File: src/hw/rtl/swk_pkg.sv
// ----------------------------------------------------------------------------
// swk_pkg
// Shared constants, types and the arctangent table of the swerve kinematics.
// ----------------------------------------------------------------------------
`default_nettype none

package swk_pkg;

  localparam int DefSampleBits  = 16;
  localparam int DefCordicSteps = 16;

  localparam int InFracBits = 15;
  localparam int AngW       = 34;
  localparam int RatioW     = 31;
  localparam int QuotW      = 17;
  localparam int CfgW       = 12;
  localparam int CfgIdxW    = 8;
  localparam int Lanes      = 4;
  localparam int HalfQ30    = 1 << 29;
  localparam int AngRound   = 1 << 16;
  localparam int AngShift   = 17;

  localparam logic [CfgIdxW-1:0] RegLength = 8'd0;
  localparam logic [CfgIdxW-1:0] RegWidth  = 8'd1;

  localparam logic [CfgW-1:0] LengthReset = 12'd500;
  localparam logic [CfgW-1:0] WidthReset  = 12'd500;

  localparam logic [RatioW-1:0] InvGain = 31'd652032875;

  localparam logic signed [AngW-1:0] QuarterTurn = 34'sd1073741824;
  localparam logic signed [AngShift-1:0] AngMax  = 17'sd16384;
  localparam logic signed [AngShift-1:0] AngMin  = -17'sd16384;
  localparam logic [QuotW-1:0] SpeedMax          = 17'd32768;

  typedef struct packed {
    logic              busy;
    logic [RatioW-1:0] len_ratio;
    logic [RatioW-1:0] wid_ratio;
  } ratio_t;

  // arctangent of 2^-idx, 2^32 per turn
  function automatic logic signed [AngW-1:0] atan_angle(input int idx);
    logic signed [AngW-1:0] a;
    case (idx)
      0:  a = 34'sd536870912;
      1:  a = 34'sd316933406;
      2:  a = 34'sd167458907;
      3:  a = 34'sd85004756;
      4:  a = 34'sd42667331;
      5:  a = 34'sd21354465;
      6:  a = 34'sd10679838;
      7:  a = 34'sd5340245;
      8:  a = 34'sd2670163;
      9:  a = 34'sd1335087;
      10: a = 34'sd667544;
      11: a = 34'sd333772;
      12: a = 34'sd166886;
      13: a = 34'sd83443;
      14: a = 34'sd41722;
      15: a = 34'sd20861;
      16: a = 34'sd10430;
      17: a = 34'sd5215;
      18: a = 34'sd2608;
      19: a = 34'sd1304;
      20: a = 34'sd652;
      21: a = 34'sd326;
      22: a = 34'sd163;
      23: a = 34'sd81;
      default: a = '0;
    endcase
    return a;
  endfunction

endpackage

`default_nettype wire

File: src/hw/rtl/swk_cordic_cell.sv
// ----------------------------------------------------------------------------
// swk_cordic_cell
// One registered CORDIC micro-rotation, rotation or vectoring mode.
// ----------------------------------------------------------------------------
`default_nettype none

module swk_cordic_cell
  import swk_pkg::*;
#(
  parameter int WW     = 25,
  parameter int STEP   = 0,
  parameter bit VECTOR = 1'b0
) (
  input  wire logic                   clk_i,
  input  wire logic                   ce_i,
  input  wire logic signed [WW-1:0]   x_i,
  input  wire logic signed [WW-1:0]   y_i,
  input  wire logic signed [AngW-1:0] z_i,
  output logic signed [WW-1:0]        x_o,
  output logic signed [WW-1:0]        y_o,
  output logic signed [AngW-1:0]      z_o
);

  logic                   neg;
  logic signed [WW-1:0]   dx;
  logic signed [WW-1:0]   dy;
  logic signed [AngW-1:0] ang;

  // vectoring drives y to zero, rotation drives z to zero
  assign neg = VECTOR ? !y_i[WW-1] : z_i[AngW-1];
  assign dx  = y_i >>> STEP;
  assign dy  = x_i >>> STEP;
  assign ang = atan_angle(STEP);

  always_ff @(posedge clk_i) begin
    if (ce_i) begin
      if (neg) begin
        x_o <= x_i + dx;
        y_o <= y_i - dy;
        z_o <= z_i + ang;
      end else begin
        x_o <= x_i - dx;
        y_o <= y_i + dy;
        z_o <= z_i - ang;
      end
    end
  end

endmodule

`default_nettype wire

File: config.mk
export PLATFORM = sky130hd
export DESIGN_NAME = swk_cordic_cell
export DESIGN_NICKNAME = d
export VERILOG_FILES = /design/src/hw/rtl/swk_pkg.sv /design/src/hw/rtl/swk_cordic_cell.sv
export SDC_FILE = /design/constraint.sdc
export NUM_CORES = 1
export LEC_CHECK = 0
export ABC_AREA = 1
export BUFFER_PORTS_ARGS = -buffer_cell sky130_fd_sc_hd__buf_2
export CAP_MARGIN = 0
export CORE_MARGIN = 3
export CORE_UTILIZATION = 55
export DETAILED_ROUTE_END_ITERATION = 16
export PLACE_DENSITY = 0.81
export SLEW_MARGIN = 5
export SYNTH_ARGS = -nofsm -noshare
export SYNTH_HDL_FRONTEND = slang
export SYNTH_SLANG_ARGS = --single-unit
File: constraint.sdc
create_clock -name clk_i -period 2.45 [get_ports clk_i]
set_clock_uncertainty 0.15 [all_clocks]
set_input_delay 0.3675 -clock clk_i [delete_from_list [all_inputs] [get_ports clk_i]]
set_output_delay 0.3675 -clock clk_i [all_outputs]
set_load 0.03 [all_outputs]
# Word-level counts from Yosys, hierarchy flattened
# Index checks and enable logic that the tools add are counted.
[word_totals]
register_bits = 84
latchBits = 0
ram_bits = 0
mem_bits_ro = 0
inputBits = 86
out_inout_bits = 84
n_memories = 0
[op_classes]
addsub = 5
n_mul = 0
div_mod_pow = 0
order_cmp = 0
eq_ne = 0
shifts = 0
muxes = 3
bitwise = 0
n_reduce_logical = 0
[op_table]
columns = ["cell", "n"]
rows = [
  ["2-to-1 mux 25 bit", 2],
  ["subtractor 25 bit", 2],
  ["adder 34 x 31 -> 34 bit, second input constant", 1],
  ["2-to-1 mux 34 bit", 1],
  ["subtractor 34 x 31 -> 34 bit, second input constant", 1],
  ["adder 25 bit", 1],
]

# Depth between registers and ports, before layout
[depth]
word_depth = 2
depth_mapped = 16

# Worst setup path after synthesis
# Ideal clock, no wire load.
[synth_timing]
path_type = "input-to-reg"
startpoint = "input x_i[0]"
endpoint = "register x_o[12], data pin"
t_arrival_ns = 1.709
setup_slack_ns = 0.337
cell_stages = 10
n_path_buf = 0
path_cell_list = "ha_1 > fa_1 > nand2_1 > nand2_1 > and2_4 > nand2_1 > nand3b_1 > or2_1 > nand3_1 > nand2_1"
[synth_between]
elab_chain_cells = 2
elab_cells_between_ends = 3
cone_classes = "add/sub (2); mux (1)"
[synth_lines]
columns = ["element", "line", "rtl"]
rows = [
  ["from (decl)", "swk_cordic_cell.sv:16", "input wire logic signed [WW-1:0] x_i,"],
  ["subtractor 25 bit / adder 25 bit (equally long branches)", "swk_cordic_cell.sv:42, swk_cordic_cell.sv:38", ""],
  ["2-to-1 mux 25 bit (*)", "swk_cordic_cell.sv:37", "if (neg) begin"],
  ["to (signal assigned)", "swk_cordic_cell.sv:38", "x_o <= x_i + dx;"],
  ["to (signal assigned)", "swk_cordic_cell.sv:42", "x_o <= x_i - dx;"],
  ["to (decl)", "swk_cordic_cell.sv:19", "output logic signed [WW-1:0] x_o,"],
]
# Mark *: on every way between the ends. The rest lies on a longest branch, timed or not.
# A chain may end at the register's enable or synchronous reset.

# Final worst setup path
[layout_timing]
startpoint = "input x_i[10]"
endpoint = "register x_o[24], data pin"
# Same word-level chain as after synthesis.

==> run summary <==
Static Leak - 5.748 nW
Post-CTS Resized - 0
VDD IR max - 0.0002927 V
Max Buffers Root-to-Sink - 2
Final Setup Violations - 0
Num rows - 44
Routed Antenna Nets - 0
Net count, final - 1653
Power Internal - 3.559 mW
I/O Pins - 170
Worst slack, placed - -0.08814 ns
Inserted Diodes - 0
H-tree Lvls - 3
Starting Density - 0.5660
Core Area - 14640 µm²
Initial antenna violation count - 0
Final period util - 0.9352
Top FF cell, synth - edfxtp_1
Status - finished clean
Clock network power share - 0.283
Switching Share - 0.3799
Die height - 128.8 µm
CTS tree - yes
Worst Path Arrival - 2.24 ns
Final worst slack - 0.1587 ns
PwrDens - 557.0 nW/µm²
Clk root buf - clkbuf_16
Seq pwr share - 0.318
First-pass GRT wire length - 40.29 mm
GRT Util Overall - 0.3122
Vias in the first global route - 8165
Net Sw Power - 2.180 mW
Netlist cell types - 39
Syn Area/Cell - 6.712 µm²
Hold Buf Count CTS - 0
Placed cells - 1661
Die Wd - 128.8 µm
Share of cells above drive strength 1 - 0.2257
Total CTS buffers - 9
Die area - 16580 µm²
Detailed Route Iter0 Violations - 1014
Drt via density - 5.308
Max_cap viols - 0
Peak fanout along the critical path - 8
Worst min path class - in2reg
Final Max Tran Viols - 0
Register area share after synthesis - 0.3007
Post-synthesis cell area - 8289 µm²
Post-Syn Nets - 1400
Total Wirelength - 26.47 mm
Layout area overhead - 24.30%
Hold_ws - 0.04711 ns
Final Wtd Congestion - 1.065
Port-buffer cells - 169
Logic pwr share - 0.399
Hpwl dp - 22.22 mm
DRT Pass-1 Iters - 6
Synthesized flop and latch total - 83
Least-Margin Pin Slew - 0.4916 ns
Synthesized netlist cell count - 1235
Tmin final - 2.291 ns
Crit Path Category - in2reg
Number of warnings issued by yosys - 0
Critical Path RT - 2.40 ns
Achievable clock frequency - 0.4364 GHz
Post-CTS Setup Bufs - 0
GR Overflow Total - 0
Via count - 8901
Drt drc - 0
Slew headroom - 0.6723
Setup crit start kind - input pin
Finished Layout Cells - 1677
Largest net degree at the start of global routing - 52
Hold path cells - 1
Share of flip-flops with an asynchronous set or reset - 0
Number of enable flip-flop cells after synthesis - 83
Unrepaired setup endpoints after global routing - false
CP Capture Type - register
Clock Sinks - 83
Reg clk slew, reported paths - 0.06 ns
Final hold vios - 0
Wire per inst - 15.78 µm
==> metrics by stage <==
stage / power, mW / cell area (µm²) / utilization / TNS (ns)
after floorplan: 3.275 / 8289 / - / 0
after CTS: 5.700 / 10300 / 0.7036 / 0
after detailed placement: 4.092 / 9951 / 0.6795 / -0.3671
final: 5.739 / 10300 / 0.7036 / 0
after global routing: 6.000 / 10300 / 0.7036 / 0
after global placement: 4.050 / 9951 / 0.6795 / -0.06588
==> critical path, stage by stage <==
cell,delay (ns)
buf_2,0.09
inv_1,0.04
ha_1,0.52
nand2_1,0.22
inv_1,0.17
nand2_1,0.07
nand2_1,0.16
nand2_1,0.13
nand2_1,0.08
nand2_1,0.07
nand3_1,0.10
nand2_1,0.07
nand3_1,0.10
nand2_1,0.06
==> flip-flops by register name, summed over array words and instances, names as in the netlist <==
name,flops
z_o,34
y_o,25
x_o,24
==> power groups by stage <==
stage / sequential (mW) / clock (mW) / combinational, mW
final: 1.83 / 1.62 / 2.29
after detailed placement: 1.86 / 0 / 2.24
after floorplan: 2.20 / 0 / 1.08
after CTS: 1.83 / 1.62 / 2.25
after global placement: 1.85 / 0 / 2.20
after global routing: 1.84 / 1.68 / 2.48
==> cell type report <==
class                           instances  area (µm²)
Clock buffer                            9       225.2
Timing Repair Buffer                  275        1694
Inverter                              235       882.1
Tap cell                              184       230.2
Sequential cell                        83        2492
Clock inverter                          7       127.6
Fill cell                            1301        4340
Multi-Input combinational cell        884        4652
==> cells in the final DEF, fill, tap and decap left out, types with 3 or more instances in the layout <==
cell,instances
nor3_1,4
nand2_1,422
buf_4,103
a21oi_1,52
a21oi_2,3
nand4_1,20
fa_1,4
inv_1,229
ha_1,75
o21ai_2,3
nand3_1,107
buf_12,4
xor2_1,17
buf_2,168
nor2_1,83
edfxtp_1,83
nand2_2,10
inv_2,6
inv_6,3
a21o_1,3
bufinv_16,3
clkbuf_16,9
nor3_2,3
o31ai_1,3
nor2_2,14
o21ai_0,34
o21ai_1,5
==> routing by layer <==
layer  GRT usage  vias to the layer above  part of all wire
met5           0                        -                 0
met2      0.4979                      462              0.44
met3     0.05479                       65              0.10
met4      0.1118                        0             0.030
li1            -                     4375                 -
met1      0.4276                     3999              0.43
==> synth_stat cells (6+ instances only) <==
cell type / count / share of area
xor2_1: 17 / 0.018
nand3_1: 107 / 0.065
buf_6: 14 / 0.019
inv_1: 229 / 0.10
nand4_1: 20 / 0.015
inv_2: 6 / 0.0027
a21oi_1: 52 / 0.031
nor2_1: 83 / 0.038
buf_4: 7 / 0.0063
nand2_1: 422 / 0.19
ha_1: 75 / 0.11
nor2_2: 14 / 0.011
edfxtp_1: 83 / 0.30
nand2_2: 10 / 0.0075
buf_2: 6 / 0.0036
o21ai_0: 34 / 0.021
==> kinds of logic (layout without fill, tap and decap cells) <==
family / after synthesis / count (layout) / share of synthesized area
DFF: 83 / 83 / 0.3007
adders and majority gates: 79 / 79 / 0.1229
and+or+nand+nor: 677 / 677 / 0.3470
AOI/OAI and AO/OA: 111 / 111 / 0.07336
buffers and inverters: 268 / 526 / 0.1381
xor gates and xnor gates: 17 / 17 / 0.01796
==> worst paths after layout <==
kind	start	end	slack, ns
setup / recovery	x_i[10]	x_o[24]	0.16
hold / removal	z_i[27]	z_o[27]	0.05
Power figures use the tool's default switching activity.
