### config.mk
export PLATFORM = sky130hd
export DESIGN_NAME = swk_div_cell
export DESIGN_NICKNAME = d
export VERILOG_FILES = /design/src/hw/rtl/swk_pkg.sv /design/src/hw/rtl/swk_div_cell.sv
export SDC_FILE = /design/constraint.sdc
export NUM_CORES = 1
export LEC_CHECK = 0
export BUFFER_PORTS_ARGS = -buffer_cell sky130_fd_sc_hd__buf_4
export CAP_MARGIN = 20
export CORE_ASPECT_RATIO = 0.7
export CORE_UTILIZATION = 40
export DETAILED_ROUTE_END_ITERATION = 12
export PLACE_DENSITY = 0.74
export SETUP_SLACK_MARGIN = 0.02
export SYNTH_ARGS = -nofsm -noshare
export SYNTH_HDL_FRONTEND = slang
export SYNTH_SLANG_ARGS = --single-unit
### constraint.sdc
create_clock -name clk_i -period 4.09 [get_ports clk_i]
set_input_delay 0.2045 -clock clk_i [delete_from_list [all_inputs] [get_ports clk_i]]
set_output_delay 0.2045 -clock clk_i [all_outputs]
set_load 0.05 [all_outputs]
### src/hw/rtl/swk_pkg.sv
// ----------------------------------------------------------------------------
// swk_pkg
// Shared constants, types and the arctangent table of the swerve kinematics.
// ----------------------------------------------------------------------------
`default_nettype none

package swk_pkg;

  localparam int DefSampleBits  = 16;
  localparam int DefCordicSteps = 16;

  localparam int InFracBits = 15;
  localparam int AngW       = 34;
  localparam int RatioW     = 31;
  localparam int QuotW      = 17;
  localparam int CfgW       = 12;
  localparam int CfgIdxW    = 8;
  localparam int Lanes      = 4;
  localparam int HalfQ30    = 1 << 29;
  localparam int AngRound   = 1 << 16;
  localparam int AngShift   = 17;

  localparam logic [CfgIdxW-1:0] RegLength = 8'd0;
  localparam logic [CfgIdxW-1:0] RegWidth  = 8'd1;

  localparam logic [CfgW-1:0] LengthReset = 12'd500;
  localparam logic [CfgW-1:0] WidthReset  = 12'd500;

  localparam logic [RatioW-1:0] InvGain = 31'd652032875;

  localparam logic signed [AngW-1:0] QuarterTurn = 34'sd1073741824;
  localparam logic signed [AngShift-1:0] AngMax  = 17'sd16384;
  localparam logic signed [AngShift-1:0] AngMin  = -17'sd16384;
  localparam logic [QuotW-1:0] SpeedMax          = 17'd32768;

  typedef struct packed {
    logic              busy;
    logic [RatioW-1:0] len_ratio;
    logic [RatioW-1:0] wid_ratio;
  } ratio_t;

  // arctangent of 2^-idx, 2^32 per turn
  function automatic logic signed [AngW-1:0] atan_angle(input int idx);
    logic signed [AngW-1:0] a;
    case (idx)
      0:  a = 34'sd536870912;
      1:  a = 34'sd316933406;
      2:  a = 34'sd167458907;
      3:  a = 34'sd85004756;
      4:  a = 34'sd42667331;
      5:  a = 34'sd21354465;
      6:  a = 34'sd10679838;
      7:  a = 34'sd5340245;
      8:  a = 34'sd2670163;
      9:  a = 34'sd1335087;
      10: a = 34'sd667544;
      11: a = 34'sd333772;
      12: a = 34'sd166886;
      13: a = 34'sd83443;
      14: a = 34'sd41722;
      15: a = 34'sd20861;
      16: a = 34'sd10430;
      17: a = 34'sd5215;
      18: a = 34'sd2608;
      19: a = 34'sd1304;
      20: a = 34'sd652;
      21: a = 34'sd326;
      22: a = 34'sd163;
      23: a = 34'sd81;
      default: a = '0;
    endcase
    return a;
  endfunction

endpackage

`default_nettype wire

### src/hw/rtl/swk_div_cell.sv
// ----------------------------------------------------------------------------
// swk_div_cell
// One registered restoring-division step, yields one quotient bit.
// ----------------------------------------------------------------------------
`default_nettype none

module swk_div_cell
  import swk_pkg::*;
#(
  parameter int DW  = 24,
  parameter int NW  = 40,
  parameter int BIT = 0
) (
  input  wire logic             clk_i,
  input  wire logic             ce_i,
  input  wire logic [DW-1:0]    rem_i,
  input  wire logic [NW-1:0]    num_i,
  input  wire logic [DW-1:0]    den_i,
  input  wire logic [QuotW-1:0] quo_i,
  output logic [DW-1:0]         rem_o,
  output logic [NW-1:0]         num_o,
  output logic [DW-1:0]         den_o,
  output logic [QuotW-1:0]      quo_o
);

  logic [DW:0] rem2;
  logic [DW:0] diff;
  logic        ge;

  assign rem2 = {rem_i, num_i[BIT]};
  assign diff = rem2 - {1'b0, den_i};
  assign ge   = rem2 >= {1'b0, den_i};

  always_ff @(posedge clk_i) begin
    if (ce_i) begin
      rem_o <= ge ? diff[DW-1:0] : rem2[DW-1:0];
      num_o <= num_i;
      den_o <= den_i;
      quo_o <= quo_i | (QuotW'(ge) << BIT);
    end
  end

endmodule

`default_nettype wire

Word-level counts from Yosys, hierarchy flattened

Cells that the tools add are included.

Register bits after elaboration: 105
Bits in latches: 0
Bits in writable memories: 0
Memory bits (read-only): 0
Bits of input ports: 107
Word-level logic and storage cells: 8
Memories: 0

Add/subtract/negate cells: 1
$mul: 0
Divide/modulo/power cells: 0
$lt $le $gt $ge: 1
Equal/unequal tests: 0
Shift operators: 0
Multiplexer cells: 1
Bitwise gates (word level): 1
Reduce and logical (&&, ||, !) cells: 0

Operator list:

| kind             | count |
|---|---|
| $ge A25 B24 Y1   | 1 |
| $mux W24         | 1 |
| $sub A24 B24 Y24 | 1 |
| $or A17 B1 Y17   | 1 |

Longest topological paths before layout

Depth in word-level cells: 2
Depth in mapped cells: 11
Depth with buffers taken out: 11

Worst setup path after synthesis

No wires, ideal clock.

Path type: input port to flip-flop
Start: in den_i[16]
End: reg rem_o[1] (data pin)
Library setup time: 262 ps
Arrival time: 2284 ps
Data required time: 3828 ps
Setup slack: 1544 ps
Stages on the path: 10
Path through: inv_1 ha_1 buf_2 and3_4 and3_1 and3b_1 a211o_1 a211o_1 nor2_4 mux2_1

Word-level cells in the longest chain between the ends: 2

Ends and longest elaborated chain:

| item                 | line               | text |
|---|---|---|
| from (decl)          | swk_div_cell.sv:18 | `input wire logic [DW-1:0] den_i,` |
| $ge A25 B24 Y1       | swk_div_cell.sv:32 | `assign ge = rem2 >= {1'b0, den_i};` |
| $mux W24             | swk_div_cell.sv:36 | `rem_o <= ge ? diff[DW-1:0] : rem2[DW-1:0];` |
| to (signal assigned) | swk_div_cell.sv:36 |  |
| to (decl)            | swk_div_cell.sv:20 | `output logic [DW-1:0] rem_o,` |

Every way passes these cells.
A chain may end at the register's enable or synchronous reset.

Final worst setup path

Start: in rem_i[13]
End: reg rem_o[3] (data pin)

Word-level cells in the longest chain between the ends: 2

Ends and longest elaborated chain:

| item           | line               | text |
|---|---|---|
| from (decl)    | swk_div_cell.sv:16 | `input wire logic [DW-1:0] rem_i,` |
| $ge A25 B24 Y1 | swk_div_cell.sv:32 |  |
| $mux W24       | swk_div_cell.sv:36 |  |

Every way passes these cells.

==> impl_metrics.json <==
{
  "tns_ps": 0,
  "final-hold-violation-count": 0,
  "post_synth.cell_area_avg_um2": 13.87,
  "antenna_found_initial": 0,
  "groute.usage.overall": 0.1924,
  "critical_path_class": "primary input to register",
  "result_of_the_run": "finished, final reports clean",
  "post-dp-hpwl_mm": 9.432,
  "fillers": 1003,
  "mappedNetlistArea_um2": 4908,
  "design.final.nets": 703,
  "die-width_um": 134.4,
  "netlist_top_cells_area": "edfxtp_1 (64%), ha_1 (6.1%), a21oi_1 (2.3%)",
  "cts_resized": 0,
  "synthCells": 354,
  "ys_seq_elements": 105,
  "area.growth.synth_to_final_pct": 41.63,
  "avgViaCountPerCell": 5.142,
  "dominantRegCellSynth": "edfxtp_1",
  "synth_top_family_by_area": "compound AO/OA/AOI/OAI gates",
  "vdd_drop_max_v": 0.0002237,
  "drcViolationCount": 0,
  "fraction_of_layout_cells_with_a_size_suffix_above_1": 0.4201,
  "drt-total-wl_mm": 12.32,
  "finalWorstPathRequiredPeriod_ps": 2744,
  "critical_path_peak_fanout": 13,
  "mappedNetlistNets": 486,
  "cts.htree.levels": 3,
  "element_type_at_the_critical_path_end": "register",
  "ctsRootBufferMaster": "clkbuf_16",
  "grt_pass1_wl_mm": 18.62,
  "xor_xnor_portion_of_the_synthesized_cell_area": 0.02498,
  "io_pins": 212,
  "gp_congestion": 0.8898,
  "wl_per_cell_um": 16.80,
  "synth_sequential_area_ratio": 0.6424,
  "io_buffer_count": 211,
  "core_region_um2": 11850,
  "synthMostInstantiatedCell": "edfxtp_1",
  "worstPathArrival_ps": 2840,
  "slew_violations": 0,
  "worstHoldPathType": "primary input to register",
  "detailroute.via_count": 3769,
  "synth_adder_area_share": 0.06526,
  "peak_freq_ghz": 0.3644,
  "critical_path.startpoint_type": "primary input",
  "post-route-period-util": 0.6710,
  "cts_tree": "done",
  "detailedRoute.firstPassIterationCount": 7,
  "worstMarginPinSlew_ps": 939.1,
  "cap_violations": 0,
  "yosys.area.top_type_share": 0.6424,
  "core.rowCount": 33,
  "synthMuxAreaShare": 0.03059,
  "post_synth_and_or_nand_nor_area_fraction": 0.07877,
  "synth.yosys.warnings": 0,
  "ant_nets": 0,
  "overflow": 0,
  "synth_enable_flop_cells": 105,
  "cts.sink_count": 105,
  "setup-violations-final": 0,
  "async_set_or_reset_flop_fraction_in_the_synthesized_netlist": 0,
  "synth_compound_gate_area_share": 0.1285,
  "maxSlewHeadroom": 0.3740,
  "ff_latch_area_um2": 3153,
  "drt_iter0_markers": 200,
  "cts.path.max_buffers": 2,
  "fin_worst_hold_slack_ps": 30.63,
  "clkSlewWorstSetupHoldPaths_ps": 70,
  "cts_buffers": 9,
  "num_antenna_cells": 0,
  "leakage_power_uw": 0.003047,
  "via_count_of_the_first_global_routing_pass": 3622,
  "holdBufCountCts": 0,
  "dieHeight_um": 94.68,
  "synth_top_area_cell": "edfxtp_1",
  "timing.critical_path.required_ps": 4190,
  "grt_start_max_net_pins": 76,
  "start_util": 0.4142,
  "post_synth_most_frequent_cells": "edfxtp_1 (105), inv_1 (28), ha_1 (24)",
  "post-cts-setup-buffers": 0,
  "cellPowerDensity_nw_per_um2": 443.4,
  "rsz0062_at_grt": "false",
  "multi_input_comb_area_um2": 1610,
  "die-area_um2": 12730,
  "synth_cell_type_count": 51
}
path summary, 6_finish.rpt:
path	startpoint	end	slack [ps]	cells past startpoint
hold / removal	quo_i[1]	quo_o[1]	30	1
setup / recovery	rem_i[13]	rem_o[3]	1350	9
cell usage in the layout, fill, tap and decap left out, drive strengths merged, types with 3 or more instances in the layout:
cell / Yosys / routed
a211o: 3 / 3
inv: 28 / 33
ha: 24 / 24
edfxtp: 105 / 105
nand2: 14 / 14
a21o: 15 / 15
xnor2: 10 / 10
or3: 3 / 3
a211oi: 6 / 6
a21oi: 23 / 23
o21a: 7 / 7
buf: 6 / 213
o21ai: 17 / 17
nor2: 8 / 8
o21bai: 3 / 3
o31ai: 4 / 4
and3: 7 / 7
nor3: 12 / 12
nand3: 15 / 15
xor2: 4 / 4
clkbuf: 1 / 10
mux2: 11 / 11
a21boi: 4 / 4
worst max-delay path, cell delays in order:
cell      delay (ps)
buf_4            110
ha_1             400
a21o_1           220
a21oi_1          140
nor2b_1           70
a311oi_2         420
a21bo_1          450
nand2_2          390
mux2_1           430
power by group:
group | switching, uW | total, uW | internal (uW)
Combinational | 593 | 909 | 316
Sequential | 30.2 | 1340 | 1310
Clock | 404 | 835 | 431
Total | 1030 | 3080 | 2060
cells by family (layout without fill, tap and decap cells):
family,count (synthesis),count (layout)
AOI/OAI and AO/OA,93,93
xor gates and xnor gates,14,14
adders and majority gates,25,25
buffers and inverters,35,257
DFF,105,105
muxes,11,11
and+or+nand+nor,71,71
through the flow:
stage | instances | total power (uW) | utilization | setup slack [ps] | area (um2)
2_1_floorplan | 354 | 1954 | - | 1544 | 4908
3_3_place_gp | 717 | 2263 | 0.5623 | 1025 | 6664
3_5_place_dp | 717 | 2273 | 0.5623 | 991.4 | 6664
4_1_cts | 733 | 3115 | 0.5866 | 1360 | 6952
5_1_grt | 733 | 3210 | 0.5866 | 1140 | 6952
6_report | 733 | 3083 | 0.5866 | 1346 | 6952
sequential cells by signal, summed over array words and instances (netlist names):
| register | flops |
|---|---|
| rem_o | 24 |
| quo_o | 17 |
| den_o | 24 |
| num_o | 40 |
cell type report:
| type | count | share of cell area |
|---|---|---|
| well taps | 157 | 0.02826 |
| repair buffers | 213 | 0.2300 |
| inverters | 28 | 0.01512 |
| multi-input cells | 214 | 0.2316 |
| clock inverters | 6 | 0.008459 |
| flip-flops and latches | 105 | 0.4536 |
| clock buffers | 10 | 0.03294 |
per-layer routing:
| layer | wire (um) | share of wire | vias up | track usage |
|---|---|---|---|---|
| li1 | - | - | 1802 | - |
| met1 | 5530 | 0.45 | 1787 | 0.2542 |
| met2 | 5806 | 0.47 | 164 | 0.3182 |
| met3 | 854 | 0.069 | 16 | 0.04885 |
| met4 | 123 | 0.010 | 0 | 0.04775 |
| met5 | 0 | 0 | - | 0 |
(Power assumes the default switching activity.)
