**src/hw/rtl/swk_pkg.sv**
```systemverilog
// ----------------------------------------------------------------------------
// swk_pkg
// Shared constants, types and the arctangent table of the swerve kinematics.
// ----------------------------------------------------------------------------
`default_nettype none

package swk_pkg;

  localparam int DefSampleBits  = 16;
  localparam int DefCordicSteps = 16;

  localparam int InFracBits = 15;
  localparam int AngW       = 34;
  localparam int RatioW     = 31;
  localparam int QuotW      = 17;
  localparam int CfgW       = 12;
  localparam int CfgIdxW    = 8;
  localparam int Lanes      = 4;
  localparam int HalfQ30    = 1 << 29;
  localparam int AngRound   = 1 << 16;
  localparam int AngShift   = 17;

  localparam logic [CfgIdxW-1:0] RegLength = 8'd0;
  localparam logic [CfgIdxW-1:0] RegWidth  = 8'd1;

  localparam logic [CfgW-1:0] LengthReset = 12'd500;
  localparam logic [CfgW-1:0] WidthReset  = 12'd500;

  localparam logic [RatioW-1:0] InvGain = 31'd652032875;

  localparam logic signed [AngW-1:0] QuarterTurn = 34'sd1073741824;
  localparam logic signed [AngShift-1:0] AngMax  = 17'sd16384;
  localparam logic signed [AngShift-1:0] AngMin  = -17'sd16384;
  localparam logic [QuotW-1:0] SpeedMax          = 17'd32768;

  typedef struct packed {
    logic              busy;
    logic [RatioW-1:0] len_ratio;
    logic [RatioW-1:0] wid_ratio;
  } ratio_t;

  // arctangent of 2^-idx, 2^32 per turn
  function automatic logic signed [AngW-1:0] atan_angle(input int idx);
    logic signed [AngW-1:0] a;
    case (idx)
      0:  a = 34'sd536870912;
      1:  a = 34'sd316933406;
      2:  a = 34'sd167458907;
      3:  a = 34'sd85004756;
      4:  a = 34'sd42667331;
      5:  a = 34'sd21354465;
      6:  a = 34'sd10679838;
      7:  a = 34'sd5340245;
      8:  a = 34'sd2670163;
      9:  a = 34'sd1335087;
      10: a = 34'sd667544;
      11: a = 34'sd333772;
      12: a = 34'sd166886;
      13: a = 34'sd83443;
      14: a = 34'sd41722;
      15: a = 34'sd20861;
      16: a = 34'sd10430;
      17: a = 34'sd5215;
      18: a = 34'sd2608;
      19: a = 34'sd1304;
      20: a = 34'sd652;
      21: a = 34'sd326;
      22: a = 34'sd163;
      23: a = 34'sd81;
      default: a = '0;
    endcase
    return a;
  endfunction

endpackage

`default_nettype wire

```
**src/hw/rtl/swk_ratio.sv**
```systemverilog
// ----------------------------------------------------------------------------
// swk_ratio
// Sequential unit for length/diagonal and width/diagonal in Q30.
// ----------------------------------------------------------------------------
`default_nettype none

module swk_ratio
  import swk_pkg::*;
(
  input  wire logic            clk_i,
  input  wire logic            rst_ni,
  input  wire logic            start_i,
  input  wire logic [CfgW-1:0] length_i,
  input  wire logic [CfgW-1:0] width_i,
  output ratio_t               ratio_o
);

  localparam logic [1:0] StIdle = 2'd0;
  localparam logic [1:0] StInit = 2'd1;
  localparam logic [1:0] StDiv  = 2'd2;
  localparam logic [1:0] StSqrt = 2'd3;

  localparam logic [5:0] DivSteps  = 6'd60;
  localparam logic [5:0] SqrtSteps = 6'd31;

  logic [1:0]  state_q;
  logic        phase_q;
  logic [5:0]  cnt_q;
  logic [24:0] s_q;
  logic [24:0] rem_q;
  logic [60:0] quo_q;
  logic [60:0] n_q;
  logic [61:0] res_q;
  logic [60:0] bit_q;
  logic [RatioW-1:0] len_q;
  logic [RatioW-1:0] wid_q;

  logic [23:0] sq_l;
  logic [23:0] sq_w;
  logic [24:0] sum;
  logic [24:0] num_sq;
  logic        q0;
  logic [25:0] rem2;
  logic        ge;
  logic [61:0] trial;
  logic        ge2;

  assign sq_l   = 24'(length_i) * 24'(length_i);
  assign sq_w   = 24'(width_i) * 24'(width_i);
  assign sum    = {1'b0, sq_l} + {1'b0, sq_w};
  assign num_sq = phase_q ? {1'b0, sq_w} : {1'b0, sq_l};
  assign q0     = num_sq >= sum;
  assign rem2   = {rem_q, 1'b0};
  assign ge     = rem2 >= {1'b0, s_q};
  assign trial  = res_q + {1'b0, bit_q};
  assign ge2    = {1'b0, n_q} >= trial;

  always_ff @(posedge clk_i or negedge rst_ni) begin
    if (!rst_ni) begin
      state_q <= StInit;
      phase_q <= 1'b0;
      cnt_q   <= '0;
    end else if (start_i) begin
      state_q <= StInit;
      phase_q <= 1'b0;
    end else begin
      case (state_q)
        StInit: begin
          if (sum == '0) begin
            state_q <= phase_q ? StIdle : StInit;
            phase_q <= 1'b1;
          end else begin
            state_q <= StDiv;
            cnt_q   <= DivSteps;
          end
        end
        StDiv: begin
          if (cnt_q == '0) begin
            state_q <= StSqrt;
            cnt_q   <= SqrtSteps;
          end else begin
            cnt_q <= cnt_q - 6'd1;
          end
        end
        StSqrt: begin
          if (cnt_q == '0) begin
            state_q <= phase_q ? StIdle : StInit;
            phase_q <= 1'b1;
          end else begin
            cnt_q <= cnt_q - 6'd1;
          end
        end
        default: state_q <= StIdle;
      endcase
    end
  end

  always_ff @(posedge clk_i) begin
    case (state_q)
      StInit: begin
        s_q   <= sum;
        rem_q <= q0 ? num_sq - sum : num_sq;
        quo_q <= {60'd0, q0};
        if (sum == '0) begin
          if (phase_q) wid_q <= '0;
          else len_q <= '0;
        end
      end
      StDiv: begin
        if (cnt_q != '0) begin
          rem_q <= ge ? 25'(rem2 - {1'b0, s_q}) : rem2[24:0];
          quo_q <= {quo_q[59:0], ge};
        end else begin
          n_q   <= quo_q;
          res_q <= '0;
          bit_q <= 61'd1 << 60;
        end
      end
      StSqrt: begin
        if (cnt_q != '0) begin
          if (ge2) begin
            n_q   <= n_q - trial[60:0];
            res_q <= (res_q >> 1) + {1'b0, bit_q};
          end else begin
            res_q <= res_q >> 1;
          end
          bit_q <= bit_q >> 2;
        end else if (phase_q) begin
          wid_q <= res_q[RatioW-1:0];
        end else begin
          len_q <= res_q[RatioW-1:0];
        end
      end
      default: ;
    endcase
  end

  assign ratio_o.busy      = (state_q != StIdle) || start_i;
  assign ratio_o.len_ratio = len_q;
  assign ratio_o.wid_ratio = wid_q;

endmodule

`default_nettype wire

```
**config.mk**
```make
export PLATFORM = sky130hd
export DESIGN_NAME = swk_ratio
export DESIGN_NICKNAME = d
export VERILOG_FILES = /design/src/hw/rtl/swk_pkg.sv /design/src/hw/rtl/swk_ratio.sv
export SDC_FILE = /design/constraint.sdc
export NUM_CORES = 1
export LEC_CHECK = 0
export BUFFER_PORTS_ARGS = -buffer_cell sky130_fd_sc_hd__buf_2
export CAP_MARGIN = 20
export CORE_UTILIZATION = 45
export CTS_CLUSTER_SIZE = 30
export DETAILED_ROUTE_END_ITERATION = 10
export MAX_ROUTING_LAYER = met4
export PLACE_DENSITY = 0.64
export SLEW_MARGIN = 0
export SYNTH_ARGS = -nofsm -noshare
export SYNTH_HDL_FRONTEND = slang
export SYNTH_SLANG_ARGS = --single-unit
```
**constraint.sdc**
```tcl
create_clock -name clk_i -period 21.9 [get_ports clk_i]
set_input_delay 4.38 -clock clk_i [delete_from_list [all_inputs] [get_ports clk_i]]
set_output_delay 4.38 -clock clk_i [all_outputs]
set_load 0.01 [all_outputs]
```
* Word-level counts from Yosys, hierarchy flattened
Cells that the tools add are included.
** Word-level totals
- Register bits :: 366
- Bits in latches :: 0
- Memory bits (writable) :: 0
- Memory bits (read-only) :: 0
- Output and inout bits :: 63
- Word-level logic and storage cells :: 102
- Memories :: 0
** Operators by class
- Add/sub/neg operators :: 7
- $mul :: 2
- Div/mod/pow operators :: 0
- $lt $le $gt $ge :: 3
- Equality and inequality tests :: 18
- Shifts and indexed selects :: 0
- Muxes and demuxes :: 42
- Bitwise gates (word level) :: 1
- Reduce and logical (&&, ||, !) cells :: 18
** Operators by type and width (number)
- two-way mux 61 bit :: 6
- one-hot mux 61 bit (2 select lines) :: 3
- two-way mux 31 bit :: 8
- two-way mux 62 bit :: 3
- one-hot mux 31 bit (2 select lines) :: 2
- one-hot mux 62 bit (2 select lines) :: 1
- two-way mux 25 bit :: 3
- adder 61 x 61 -> 62 bit :: 1
- adder 62 x 61 -> 62 bit :: 1
- greater-or-equal comparator 61 x 62 -> 1 bit :: 1
- subtractor 61 bit :: 1
- one-hot mux 25 bit (2 select lines) :: 1
- multiplier 12 x 12 -> 24 bit :: 2
- greater-or-equal comparator 26 x 25 -> 1 bit :: 1
- adder 24 x 24 -> 25 bit :: 1
- greater-or-equal comparator 24 x 25 -> 1 bit :: 1
- zero test 25 bit :: 1
- subtractor 24 x 25 -> 25 bit :: 1
- subtractor 25 bit :: 1
- two-way mux 24 bit :: 1
- != test 2 bit, second input constant :: 12
- two-way mux 6 bit :: 3
- one-hot mux 6 bit (3 select lines) :: 1
- AND reduction 5 bit :: 2
- 17 further kinds :: 33

* Logic depth before layout (Yosys ltp)
- Word-level depth :: 6
- Mapped depth :: 41
- Gate-level depth less buffers :: 36

* Least setup slack after synthesis
Ideal clock, no wire load.
- Path kind :: input to register
- From :: input length_i[6]
- To :: register wid_q[0] (enable)
- Arrival :: 13.603 ns
- Setup slack :: 7.832 ns
- Stages on the path :: 33
- Path through :: clkbuf_1 > nand2_1 > xnor2_1 > ha_1 > inv_1 > fa_1 > fa_1 > inv_1 > fa_1 > inv_1 > fa_1 > inv_1 > ha_1 > clkbuf_1 > a211oi_1 > o211ai_1 > a31oi_1 > nor2_1 > a21oi_1 > o21bai_1 > xor2_1 > ha_1 > clkbuf_1 > a22oi_1 > nand2_1 > or4_1 > o211ai_1 > o31ai_1 > xnor2_1 > o21ai_0 > nor4b_2 > mux2i_1 > nor3b_1
** On the way
- Longest elaborated chain between the ends :: 5
** RTL lines
- start, declared :: line swk_ratio.sv:13 : input wire logic [CfgW-1:0] length_i,
- multiplier 12 x 12 -> 24 bit :: line swk_ratio.sv:48 : assign sq_l = 24'(length_i) * 24'(length_i);
- adder 24 x 24 -> 25 bit :: line swk_ratio.sv:50 : assign sum = {1'b0, sq_l} + {1'b0, sq_w};
- zero test 25 bit :: line swk_ratio.sv:104 : if (sum == '0) begin
- != test 2 bit (no source line)
- AND reduction 5 bit (no source line)
- end signal, assigned :: line swk_ratio.sv:129 : wid_q <= res_q[RatioW-1:0];
- end, declared :: line swk_ratio.sv:36 : logic [RatioW-1:0] wid_q;
Every way passes these cells.
A chain may end at the register's enable or synchronous reset.

* Worst setup path in the final report
- From :: input width_i[0]
- To :: register rem_q[22] (data pin)
** On the way
- Longest elaborated chain between the ends :: 5
** RTL lines
- start, declared :: line swk_ratio.sv:14 : input wire logic [CfgW-1:0] width_i,
- multiplier 12 x 12 -> 24 bit * :: line swk_ratio.sv:49 : assign sq_w = 24'(width_i) * 24'(width_i);
- adder 24 x 24 -> 25 bit or two-way mux 24 bit (tied branches) :: line swk_ratio.sv:50, swk_ratio.sv:51
- subtractor 24 x 25 -> 25 bit or greater-or-equal comparator 24 x 25 -> 1 bit (tied branches) :: line swk_ratio.sv:102, swk_ratio.sv:52
- two-way mux 25 bit * :: line swk_ratio.sv:102 : rem_q <= q0 ? num_sq - sum : num_sq;
- one-hot mux 25 bit (2 select lines) * :: line swk_ratio.sv:99 : case (state_q)
- end signal, assigned :: line swk_ratio.sv:102
- end signal, assigned :: line swk_ratio.sv:111 : rem_q <= ge ? 25'(rem2 - {1'b0, s_q}) : rem2[24:0];
- end, declared :: line swk_ratio.sv:30 : logic [24:0] rem_q;
Mark *: on every way between the ends. The rest lies on a longest branch, timed or not.

==> impl_metrics.toml <==
[run_status]
status = "complete, no violations"

[synthesis]
ys.flop_type = "edfxtp_1"
synth_area_leaders = "edfxtp_1 29%, ha_1 12%, fa_1 9.8%"
synth_nets = 4223
synth_edf_count = 327
synth_area_um2 = 33700
synth_seq_area_share_pct = 29.8
synth-async-reset-ratio_pct = 2.68
synth_top_area_share_pct = 29.1
yosysUniqueCellTypes = 89
yosys_warnings = 0
avgSynthCellArea_um2 = 9.07
yosys_register_bits = 336
yosysTopAreaCell = "edfxtp_1"
synthCells = 3714

[timing]
maxSlewViolCount = 0
period_needed_ns = 13.86
skew_ns = 0.0349
fin_hold_ws_ns = 0.526
setup_viol = 0
tns_ns = 0
timing_hold_violations_final = 0
period_share_pct = 63.3
slew_headroom_pct = 31.3
max_freq_mhz = 72.2
tightestPinTransition_ns = 1.02
rsz0062_at_grt = "false"
finalWorstSetupSlack_ns = 8.04

[finish]
area_growth_pct = 7.67
drive_gt1_share_pct = 6.85
antennaDiodeCount = 0
final_cell_mix = "408 x inv_1, 331 x nand2_1, 327 x edfxtp_1"
fin_nets = 4229
final_common_cell = "inv_1"

[worst_setup_path]
cpMaxStageDelayCell = "nor4bb_1"
cp.arrival_ns = 14.16
crit_type = "input port to register"
worst_setup_path_end_kind = "register"
cp_common_cell = "inv_1"
critPathLaunch = "width_i[0]"
r2r_end = "n_q[4]$_DFFE_PP_"
worstSetupEndpoint = "rem_q[22]$_DFFE_PP_"
start_kind = "input port"
rrSetupSlack_ns = 14.25
critPathMaxFanout = 22
rr_startpoint = "res_q[2]$_SDFFCE_PN0P_"
required_ns = 22.20
slowest_delay_ns = 0.86
r2r_cells = 22

[clocking]
cts_tree = "done"
cts.path.max_buffers = 3
cts.htree.levels = 2
path_clk_slew_ns = 0.06
cts_made_buffers = 40
cts_sinks = 336
clk_latency_ns = 0.58
hold_buffers = 0
root_buffer = "clkbuf_16"
post-cts-setup-buffers = 0
ctsResizeCount = 0

[floorplanning]
ios = 90
coreArea_um2 = 73600
start_util_pct = 45.8
die_x_um = 276
rows = 99
die_height_um = 276
die-area_um2 = 76000

[place]
post-dp-hpwl_um = 66100
place_congestion = 0.931
portBuffers = 89
dp_slack_ns = 7.55

[global_routing]
grt.overflow.total = 0
busiest_layer = "met2"
grt_pass1_wl_um = 140000
track_usage_pct = 23.6
grt_pass1_vias = 26700
grt_use_met2_pct = 42.0
grt_max_degree = 85
antenna_found_initial = 1
grt.met1_usage_pct = 28.0
grtUsageMet3_pct = 2.07

[routing]
drcViolationCount = 0
avgViaCountPerCell = 5.74
drt_iter0_markers = 1801
finalWirelength_um = 87300
first_pass_iters = 5
drtAntennaViolNets = 0
vias = 27000
wl_per_cell_um = 18.5

[flow_run]
cap_violations = 0

[worst_hold_path]
hold_path.class = "register to register"
hold_depth = 2
==> worst min-delay path by stage <==
stage | startpoint | endpoint | slack [ns]
3_3_place_gp | quo_q[60]$_SDFFCE_PN0P_ | n_q[60]$_DFFE_PP_ | 0.51
6_report | quo_q[60]$_SDFFCE_PN0P_ | n_q[60]$_DFFE_PP_ | 0.53
3_5_place_dp | quo_q[10]$_SDFFCE_PN0P_ | n_q[10]$_DFFE_PP_ | 0.53
4_1_cts | quo_q[60]$_SDFFCE_PN0P_ | n_q[60]$_DFFE_PP_ | 0.53
5_1_grt | quo_q[60]$_SDFFCE_PN0P_ | n_q[60]$_DFFE_PP_ | 0.56
2_1_floorplan | quo_q[60]$_SDFFCE_PN0P_ | n_q[60]$_DFFE_PP_ | 0.49
==> cell families (layout without fill, tap and decap cells) <==
group	Yosys count	count (layout)	share of synthesized area [%]
simple gates	1112	1112	16.7
compound gates	957	957	18.4
buf+inv	557	593	6.26
fa+ha+maj	482	482	21.6
flops	336	336	29.8
xor+xnor	231	231	6.00
mux	39	39	1.25
==> area by class of cell <==
cell class	instances	area (um2)
fillers	6935	37300
clock inverters	23	246
flip-flops and latches	336	10000
multi-input cells	2821	21600
inverters	412	1550
repair buffers	109	596
clock buffers	49	1030
well taps	959	1200
==> stage by stage <==
stage	std cells	area (um2)	util [%]
floorplan	3714	33700	-
global placement	4637	35000	47.6
detailed placement	4637	35000	47.6
CTS	4709	36300	49.3
global route	4709	36300	49.3
finish	4709	36300	49.3
==> sequential cells by signal, summed over array words and instances, names as in the netlist <==
signal / flops
bit_q: 31
n_q: 61
rem_q: 25
wid_q: 31
cnt_q: 6
res_q: 62
quo_q: 61
len_q: 31
state_q: 2
phase_q: 1
s_q: 25
==> Yosys cell counts (10+ instances only) <==
cell type,number
ha_1,317
a211oi_1,64
xor2_1,109
nor2_1,182
a21boi_0,10
a21o_1,72
o21ai_0,199
xnor2_1,122
inv_1,409
nand2b_1,33
mux2i_1,15
and3_1,85
buf_2,16
and2_1,161
a31oi_1,74
or4_1,20
fa_1,165
or3_1,25
a31o_2,20
clkbuf_1,124
a21oi_1,248
nand4_1,45
o21bai_1,48
nand2_1,331
nor4_1,16
nor3_1,55
mux2_2,22
nand3_1,72
edfxtp_1,327
o31ai_1,57
or2_2,15
o21a_1,30
o211ai_1,22
nor2b_1,34
==> critical path, delay by kind of cell <==
| family | cells | cell delay, ns |
|---|---|---|
| XOR/XNOR | 1 | 0.23 |
| multiplexers | 1 | 0.32 |
| buffers and inverters | 6 | 0.81 |
| AO/OA/AOI/OAI | 10 | 2.51 |
| AND/OR/NAND/NOR | 8 | 2.76 |
| adder cells (fa/ha/maj) | 7 | 3.13 |
==> per-layer routing <==
layer	up-vias	part of all wire [%]
met2	537	51
met5	-	0
met3	136	3.2
li1	13300	-
met4	0	3.2
met1	13100	42
Power is not shown: default switching activity piles up to over one toggle a cycle in this logic, so the estimate is an artifact.
